### config.mk
export PLATFORM = sky130hd
export DESIGN_NAME = sha256_byte_stream_hasher_unit
export DESIGN_NICKNAME = d
export VERILOG_FILES = /design/src/sha_pkg.sv /design/src/sha_in_queue.sv /design/src/sha_core.sv /design/src/sha256_byte_stream_hasher_unit.sv
export SDC_FILE = /design/constraint.sdc
export NUM_CORES = 2
export LEC_CHECK = 0
export BUFFER_PORTS_ARGS = -buffer_cell sky130_fd_sc_hd__buf_4
export CAP_MARGIN = 15
export CELL_PAD_IN_SITES_DETAIL_PLACEMENT = 2
export CELL_PAD_IN_SITES_GLOBAL_PLACEMENT = 2
export CORE_UTILIZATION = 34
export CTS_CLUSTER_DIAMETER = 100
export DETAILED_ROUTE_END_ITERATION = 6
export PLACE_DENSITY = 0.66
export SLEW_MARGIN = 40
export SYNTH_ARGS = -nofsm -noshare
export SYNTH_HDL_FRONTEND = slang
export SYNTH_HIERARCHICAL = 1
export SYNTH_SLANG_ARGS = --single-unit
### constraint.sdc
create_clock -name i_clk -period 18.2 [get_ports i_clk]
set_clock_uncertainty 0.2 [all_clocks]
set_input_delay 5.46 -clock i_clk [delete_from_list [all_inputs] [get_ports i_clk]]
set_output_delay 5.46 -clock i_clk [all_outputs]
set_load 0.02 [all_outputs]
### src/sha_pkg.sv
// Shared types, constants and a rotate function for the SHA-256 byte hasher.
package sha_pkg;

    typedef struct packed {
        logic [7:0] data_byte;
        logic       has_byte;
        logic       end_of_message;
    } t_in_word;

    typedef struct packed {
        logic [31:0] digest_word;
        logic [2:0]  word_index;
        logic        last_word;
    } t_out_word;

    localparam int unsigned QueueDepth = 4;
    localparam int unsigned QueueAw    = $clog2(QueueDepth);

    localparam logic [31:0] PadWord = 32'h80000000;

    localparam logic [31:0] InitHash [8] = '{
        32'h6a09e667, 32'hbb67ae85, 32'h3c6ef372, 32'ha54ff53a,
        32'h510e527f, 32'h9b05688c, 32'h1f83d9ab, 32'h5be0cd19
    };

    localparam logic [31:0] RoundK [64] = '{
        32'h428a2f98, 32'h71374491, 32'hb5c0fbcf, 32'he9b5dba5,
        32'h3956c25b, 32'h59f111f1, 32'h923f82a4, 32'hab1c5ed5,
        32'hd807aa98, 32'h12835b01, 32'h243185be, 32'h550c7dc3,
        32'h72be5d74, 32'h80deb1fe, 32'h9bdc06a7, 32'hc19bf174,
        32'he49b69c1, 32'hefbe4786, 32'h0fc19dc6, 32'h240ca1cc,
        32'h2de92c6f, 32'h4a7484aa, 32'h5cb0a9dc, 32'h76f988da,
        32'h983e5152, 32'ha831c66d, 32'hb00327c8, 32'hbf597fc7,
        32'hc6e00bf3, 32'hd5a79147, 32'h06ca6351, 32'h14292967,
        32'h27b70a85, 32'h2e1b2138, 32'h4d2c6dfc, 32'h53380d13,
        32'h650a7354, 32'h766a0abb, 32'h81c2c92e, 32'h92722c85,
        32'ha2bfe8a1, 32'ha81a664b, 32'hc24b8b70, 32'hc76c51a3,
        32'hd192e819, 32'hd6990624, 32'hf40e3585, 32'h106aa070,
        32'h19a4c116, 32'h1e376c08, 32'h2748774c, 32'h34b0bcb5,
        32'h391c0cb3, 32'h4ed8aa4a, 32'h5b9cca4f, 32'h682e6ff3,
        32'h748f82ee, 32'h78a5636f, 32'h84c87814, 32'h8cc70208,
        32'h90befffa, 32'ha4506ceb, 32'hbef9a3f7, 32'hc67178f2
    };

    function automatic logic [31:0] rotr(input logic [31:0] x, input int unsigned n);
        rotr = (x >> n) | (x << (32 - n));
    endfunction

endpackage

### src/sha_in_queue.sv
// Input word queue between the handshake front and the hashing core.
module sha_in_queue (
    input  logic              i_clk,
    input  logic              i_rst_n,
    input  logic              i_push,
    input  sha_pkg::t_in_word i_word,
    output logic              o_full,
    output logic              o_valid,
    output sha_pkg::t_in_word o_word,
    input  logic              i_take
);
    import sha_pkg::*;

    t_in_word r_mem [QueueDepth];
    logic [QueueAw-1:0] r_wr, r_rd;
    logic [QueueAw:0]   r_cnt;
    logic do_push, do_pop;

    assign o_full  = (r_cnt == (QueueAw+1)'(QueueDepth));
    assign o_valid = (r_cnt != '0);
    assign o_word  = r_mem[r_rd];
    assign do_push = i_push && !o_full;
    assign do_pop  = i_take && o_valid;

    always_ff @(posedge i_clk) begin
        if (do_push) r_mem[r_wr] <= i_word;
    end

    always_ff @(posedge i_clk) begin
        if (!i_rst_n) begin
            r_wr  <= '0;
            r_rd  <= '0;
            r_cnt <= '0;
        end else begin
            if (do_push) r_wr <= r_wr + 1'b1;
            if (do_pop)  r_rd <= r_rd + 1'b1;
            r_cnt <= r_cnt + (QueueAw+1)'(do_push) - (QueueAw+1)'(do_pop);
        end
    end
endmodule

### src/sha_core.sv
// Byte packing, padding, round-per-cycle compression and digest output.
module sha_core (
    input  logic               i_clk,
    input  logic               i_rst_n,
    input  logic               i_valid,
    input  sha_pkg::t_in_word  i_word,
    output logic               o_take,
    output logic               o_empty,
    output sha_pkg::t_out_word o_word,
    input  logic               i_pop
);
    import sha_pkg::*;

    typedef enum logic [5:0] {
        S_IDLE  = 6'b000001,
        S_PAD   = 6'b000010,
        S_LEN   = 6'b000100,
        S_ROUND = 6'b001000,
        S_ADD   = 6'b010000,
        S_OUT   = 6'b100000
    } t_state;

    t_state r_state;
    logic [31:0] r_h [8];
    logic [31:0] r_w [16];
    logic [31:0] r_v [8];
    logic [5:0]  r_pos;
    logic [63:0] r_len;
    logic [5:0]  r_rnd;
    logic [2:0]  r_oi;
    logic        r_final;   // current compression is the last of the message
    logic        r_eom;     // padding still to add after this compression

    logic [31:0] s0, s1, wnew, big0, big1, ch, maj, t1, t2;
    logic [31:0] wcur;

    assign wcur = r_w[0];
    always_comb begin
        s0   = rotr(r_w[1], 7) ^ rotr(r_w[1], 18) ^ (r_w[1] >> 3);
        s1   = rotr(r_w[14], 17) ^ rotr(r_w[14], 19) ^ (r_w[14] >> 10);
        wnew = s1 + r_w[9] + s0 + r_w[0];
        big1 = rotr(r_v[4], 6) ^ rotr(r_v[4], 11) ^ rotr(r_v[4], 25);
        ch   = (r_v[4] & r_v[5]) ^ (~r_v[4] & r_v[6]);
        big0 = rotr(r_v[0], 2) ^ rotr(r_v[0], 13) ^ rotr(r_v[0], 22);
        maj  = (r_v[0] & r_v[1]) ^ (r_v[0] & r_v[2]) ^ (r_v[1] & r_v[2]);
        t1   = r_v[7] + big1 + ch + RoundK[r_rnd] + wcur;
        t2   = big0 + maj;
    end

    assign o_take  = (r_state == S_IDLE);
    assign o_empty = (r_state != S_OUT);
    assign o_word  = '{digest_word: r_h[r_oi], word_index: r_oi,
                       last_word: (r_oi == 3'd7)};

    always_ff @(posedge i_clk) begin
        if (!i_rst_n) begin
            r_state <= S_IDLE;
            r_pos   <= '0;
            r_len   <= '0;
            r_rnd   <= '0;
            r_oi    <= '0;
            r_final <= 1'b0;
            r_eom   <= 1'b0;
            for (int i = 0; i < 8; i++) r_h[i] <= InitHash[i];
            for (int i = 0; i < 16; i++) r_w[i] <= '0;
        end else begin
            unique case (r_state)
                S_IDLE: begin
                    if (i_valid) begin
                        if (i_word.has_byte) begin
                            r_w[r_pos[5:2]] <= r_w[r_pos[5:2]] |
                                ({24'd0, i_word.data_byte} << (5'd24 - {r_pos[1:0], 3'd0}));
                            r_len <= r_len + 64'd8;
                            r_pos <= r_pos + 6'd1;
                        end
                        if (i_word.has_byte && r_pos == 6'd63) begin
                            // full block: compress first, pad afterward if needed
                            r_eom   <= i_word.end_of_message;
                            r_final <= 1'b0;
                            r_rnd   <= '0;
                            for (int i = 0; i < 8; i++) r_v[i] <= r_h[i];
                            r_state <= S_ROUND;
                        end else if (i_word.end_of_message) begin
                            r_state <= S_PAD;
                        end
                    end
                end
                S_PAD: begin
                    r_w[r_pos[5:2]] <= r_w[r_pos[5:2]] |
                        (PadWord >> {r_pos[1:0], 3'd0});
                    r_eom <= 1'b0;
                    r_rnd <= '0;
                    if (r_pos >= 6'd56) begin
                        r_final <= 1'b0;
                        for (int i = 0; i < 8; i++) r_v[i] <= r_h[i];
                        r_state <= S_ROUND;
                    end else begin
                        r_state <= S_LEN;
                    end
                end
                S_LEN: begin
                    r_w[14] <= r_len[63:32];
                    r_w[15] <= r_len[31:0];
                    r_final <= 1'b1;
                    r_rnd   <= '0;
                    for (int i = 0; i < 8; i++) r_v[i] <= r_h[i];
                    r_state <= S_ROUND;
                end
                S_ROUND: begin
                    // advance schedule window and working variables one round
                    for (int i = 0; i < 15; i++) r_w[i] <= r_w[i+1];
                    r_w[15] <= wnew;
                    r_v[7] <= r_v[6];
                    r_v[6] <= r_v[5];
                    r_v[5] <= r_v[4];
                    r_v[4] <= r_v[3] + t1;
                    r_v[3] <= r_v[2];
                    r_v[2] <= r_v[1];
                    r_v[1] <= r_v[0];
                    r_v[0] <= t1 + t2;
                    r_rnd  <= r_rnd + 6'd1;
                    if (r_rnd == 6'd63) r_state <= S_ADD;
                end
                S_ADD: begin
                    for (int i = 0; i < 8; i++) r_h[i] <= r_h[i] + r_v[i];
                    for (int i = 0; i < 16; i++) r_w[i] <= '0;
                    r_pos <= '0;
                    if (r_final) begin
                        r_oi    <= '0;
                        r_state <= S_OUT;
                    end else if (r_eom) begin
                        r_state <= S_PAD;
                    end else if (r_pos >= 6'd56) begin
                        // pad spilled into its own block: length goes in a fresh one
                        r_state <= S_LEN;
                    end else begin
                        r_state <= S_IDLE;
                    end
                end
                S_OUT: begin
                    if (i_pop) begin
                        r_oi <= r_oi + 3'd1;
                        if (r_oi == 3'd7) begin
                            for (int i = 0; i < 8; i++) r_h[i] <= InitHash[i];
                            r_len   <= '0;
                            r_final <= 1'b0;
                            r_state <= S_IDLE;
                        end
                    end
                end
                default: r_state <= S_IDLE;
            endcase
        end
    end
endmodule

### src/sha256_byte_stream_hasher_unit.sv
// Top level of the SHA-256 byte-stream hasher: input queue and hashing core.
// A pushed word is registered in the queue before the core sees it; the core takes words only while idle.
// A full block is then compressed in 64 rounds, one per cycle, plus the chaining add.
// Finalization pads and appends the length, with one more compression when the pad spills
// into an extra block, then eight digest words, one per pop. A four-entry queue buffers input.
// Synchronous active-low reset restores the initial hash, clears length and block.
module sha256_byte_stream_hasher_unit (
    input  logic               i_clk,
    input  logic               i_rst_n,
    input  logic               push,
    output logic               full,
    input  sha_pkg::t_in_word  i_word,
    output logic               empty,
    input  logic               pop,
    output sha_pkg::t_out_word o_word
);
    import sha_pkg::*;

    logic     q_valid, q_take;
    t_in_word q_word;

    sha_in_queue u_queue (
        .i_clk(i_clk), .i_rst_n(i_rst_n), .i_push(push), .i_word(i_word),
        .o_full(full), .o_valid(q_valid), .o_word(q_word), .i_take(q_take)
    );

    sha_core u_core (
        .i_clk(i_clk), .i_rst_n(i_rst_n), .i_valid(q_valid), .i_word(q_word),
        .o_take(q_take), .o_empty(empty), .o_word(o_word), .i_pop(pop)
    );
endmodule

## Word-level counts from Yosys, hierarchy flattened

Memory sizes are Yosys's and may differ from the RTL's. A register that Yosys moved wholly into a read port is not among the register bits.
Cells that the tools add are included.

| word-level totals | value |
|---|---|
| register bits | 94 |
| latch bits | 0 |
| RAM bits | 1,064 |
| bits in read-only memories | 2,048 |
| input bits | 14 |
| output and inout port bits | 38 |
| logic and storage cells | 345 |
| memories kept | 5 |

Memory list:

| name | depth | bits a word | read ports | clocked after memory_dff | write ports | RTL line | RTL |
|---|---|---|---|---|---|---|---|
| (no name shown) | 64 | 32 | 1 | 0 | 0 | sha_core.sv:46 | `t1 = r_v[7] + big1 + ch + RoundK[r_rnd] + wcur;` |
| u_core.r_w | 16 | 32 | 17 | 1 | 16 | sha_core.sv:25 | `logic [31:0] r_w [16];` |
| u_core.r_h | 8 | 32 | 9 | 1 | 8 | sha_core.sv:24 | `logic [31:0] r_h [8];` |
| u_core.r_v | 8 | 32 | 8 | 0 | 8 | sha_core.sv:26 | `logic [31:0] r_v [8];` |
| u_queue.r_mem | 4 | 10 | 1 | 1 | 1 | sha_in_queue.sv:14 | `t_in_word r_mem [QueueDepth];` |

| operators by class | value |
|---|---|
| add/sub/neg operators | 27 |
| multipliers | 0 |
| div/mod/pow operators | 0 |
| magnitude comparators | 2 |
| equal/unequal tests | 20 |
| shift operators | 2 |
| mux-type cells | 154 |
| bitwise operators | 105 |
| reductions and logical operators | 20 |

Operators with widths:

| kind | number |
|---|---|
| $mux 32 | 78 |
| $add 32x32->32 | 18 |
| $xor 32x32->32 | 9 |
| $mux 64 | 4 |
| $and 32x32->32 | 5 |
| $pmux 64 s2 | 1 |
| $or 1x1->1 | 75 |
| $mux 6 | 12 |
| $add 64x4->64 const B | 1 |
| $or 32x32->32 | 2 |
| $mux 1 | 42 |
| $pmux 6 s6 | 1 |
| $not 32->32 | 1 |
| $or 10x32->32 | 1 |
| $or 13x32->32 | 1 |
| $or 14x32->32 | 1 |
| $or 15x32->32 | 1 |
| $or 19x32->32 | 1 |
| $or 21x32->32 | 1 |
| $or 25x32->32 | 1 |
| $or 26x32->32 | 1 |
| $or 30x32->32 | 1 |
| $or 7x32->32 | 1 |
| $reduce_or 32->1 | 1 |
| 41 further kinds | 70 |

## Logic depth before layout (Yosys ltp)

| depth | value |
|---|---|
| word-level depth | 10 |
| gate-level depth with buffers | 42 |
| depth with buffers taken out | 40 |

## Hierarchy

The synthesis kept the hierarchy.

Modules (own cells, without submodules):

| module | instances | cells an instance | area each (um2) | seq. area each (um2) |
|---|---|---|---|---|
| sha_core | 1 | 7,950 | 77,713.3 | 31,290.0 |
| sha_in_queue | 1 | 101 | 1,926.8 | 1,381.3 |

## Worst setup path after synthesis

No wires, ideal clock.

| timing | value |
|---|---|
| kind | input -> register |
| start | input i_rst_n |
| end | memory u_core.r_v[1][0], in the netlist u_core/r_v[0][32] (enable) |
| library setup time | 0.486 ns |
| arrival | 8.816 ns |
| slack | 8.697 ns |
| stages on the path | 4 |
| buffers on the path | 2 |
| path through | clkbuf_1 > clkinv_1 > clkbuf_1 > nor2_1 |

RTL lines:

| item | RTL line | RTL |
|---|---|---|
| start: declaration | sha256_byte_stream_hasher_unit.sv:9 | `input logic i_rst_n,` |
| end: declaration | sha_core.sv:26 |  |

==> reports/metrics.cfg <==
[setup_path]
slowest_delay_ps=860
cpMostUsedCell=inv_1
critical-path-top-delay-family=compound AO/OA/AOI/OAI gates
worstPathMaxFanout=14
path_class=flip-flop to flip-flop
start_kind=flip-flop
crit_path_end_kind=flip-flop
worst_ep_required_time_ps=18500
cp.arrival_ps=11010
slowest_stage=ha_1
crit_buf_inv=6

[die]
die-area_sq_mm=0.236
num_io_pins=52
start_util_pct=34.2
die_h_um=486
rows=177
core_area_sq_mm=0.233
die_w_um=486

[detailed_routing]
drc_errors=0
routed-via-count=66000
via_per_inst=5.91
postRouteAntennaNets=0
drt-pass1-iter-count=5
drt_iter0_markers=4911
wl_per_cell_um=31.4
wl_um=350000

[cts]
cts_resized=0
cts_tree=built
cts_made_buffers=151
htree_num_levels=4
clk_pin_slew_worst_paths_ps=60
postCtsSetupBuffers=0
cts-root-buf=clkbuf_16
clkSinkCount=1164
hold_buffers=0
clk_latency_ps=840
clk_path_buf_depth=3

[placement]
dp_hpwl_um=255000
gp_congestion=0.940
portBuffers=51

[synthesis]
yosys_register_bits=1164
ys_seq_area_share_pct=41.0
ys.flop_type=edfxtp_1
post_synth_num_cell_types=90
netlist_area_sq_mm=0.0796
syn_avg_cell_area_sq_um=9.89
ys_warn_count=6
synth_edf_count=936
synth_async_sr_flop_share_pct=0
synth_fp_nets=8667
syn_inst=8051

[global_routing]
track_usage_pct=29.3
grt_pass1_wl_um=506000
grt_start_max_net_pins=145
grt_overflow=0
antenna_found_initial=8
grt_pass1_vias=70300

[timing]
max_slew_margin_pct=37.1
fin_crit_ps=10700
setup_viol=0
tightest_slew_ps=944
drv_slew=0
fmax_mhz=93.4
finalHoldViolCount=0
rsz0062_at_grt=false
tns_ps=0
period_share_pct=58.8

[pwr]
leakage_nw=32.6
ir_worst_vdd_v=0.0000882
finalPower_mw=10.8
power_density_mw_per_mm2=122

[run_status]
status=finished, final reports clean

[finish]
final_cell_mix=nand2_1, edfxtp_1, o21ai_0, a21oi_1, xnor2_1
post-route-util_pct=38.1
n_fill_cell=24900
fin_nets=8513
final_common_cell=nand2_1
area_growth_pct=11.2
regArea_sq_mm=0.0327
multi_input_area_sq_mm=0.0443
drive_gt1_share_pct=10.2

[hold_path]
hold_class=flip-flop to flip-flop

[run]
cap_violations=0

[report_power, final]
part | switching, mW | internal (mW) | total, mW
Combinational | 2.81 | 1.72 | 4.53
Sequential | 0.231 | 3.06 | 3.29
Clock | 1.32 | 1.70 | 3.03
[logic make-up after synthesis]
| logic type | Yosys count | share of synthesized area (%) |
|---|---|---|
| simple gates | 2494 | 13.7 |
| compound gates | 2034 | 15.3 |
| flops | 1164 | 41.0 |
| buf+inv | 793 | 3.78 |
| fa+ha+maj | 624 | 11.6 |
| xor+xnor | 620 | 6.84 |
| mux | 322 | 7.85 |
[through the flow]
| step | std cells | hold slack (ps) | worst slack [ps] | instance area, sq um |
|---|---|---|---|---|
| after floorplan | 8051 | 246 | 8700 | 79600 |
| after global placement | 10900 | 281 | 7660 | 83400 |
| after detailed placement | 10900 | 308 | 7520 | 83500 |
| after CTS | 11200 | 309 | 7430 | 88500 |
| after global routing | 11200 | 343 | 6870 | 88600 |
| final | 11200 | 307 | 7500 | 88600 |
[synth_stat cells (all sizes together), types with 44 or more instances]
cell type	n	area share, %
nand2	1380	6.5
dfxtp	228	5.7
nor3	99	0.64
nand2b	77	0.60
nor2	383	1.8
a211oi	61	0.58
nor2b	52	0.41
clkbuf	433	2.0
mux4	237	6.7
a31oi	51	0.40
and3	44	0.35
xor2	210	2.3
fa	196	4.9
a221oi	61	0.67
a21o	175	1.6
inv	291	1.4
edfxtp	936	35
o21bai	50	0.47
buf	64	0.34
ha	406	6.4
mux2	53	0.75
nand3	271	1.7
a21oi	525	3.3
xnor2	409	4.5
o21ai	824	5.2
[per-layer routing]
layer / vias up / track usage [%] / wire length, um
li1: 28800 / - / -
met3: 602 / 3.41 / 15500
met2: 1870 / 50.8 / 173000
met1: 34700 / 35.7 / 141000
met4: 6 / 14.9 / 20300
met5: - / 0 / 39
[area by class of cell]
type,instances,area share (%)
Tap cell,3132,4.42
Clock buffer,203,4.62
Timing Repair Buffer,190,1.81
Sequential cell,1164,36.9
Multi-Input combinational cell,6094,50.0
Clock inverter,75,0.926
Inverter,296,1.26
Antenna cell,6,0.0169
[path summary, 6_finish.rpt]
| path | start | to | slack (ps) | depth (start not counted) |
|---|---|---|---|---|
| hold / removal | u_core/r_h[7][20] | u_core/r_h[7][20] | 310 | 2 |
| hold reg to reg | u_core/r_h[7][20] | u_core/r_h[7][20] | 310 | 2 |
| setup reg to reg | u_core/r_rnd[0] | u_core/r_v[0][30] | 7500 | 34 |
| setup / recovery | u_core/r_rnd[0] | u_core/r_v[0][30] | 7500 | 34 |
[worst min-delay path, stage by stage, from the launching register on]
cell     delay [ps]
dfxtp_1         330
nand2_1          60
o21ai_0          60
[flip-flops by register name, indices dropped and copies added (netlist names), 6 cells and up, named ones only]
register	cells
u_queue/r_mem	40
u_core/r_state	6
u_core/r_rnd	6
u_core/r_len	61
u_core/r_pos	6
u_core/r_w	512
u_core/r_v	256
u_core/r_h	256
No activity file was read; power rests on OpenSTA's default activity.
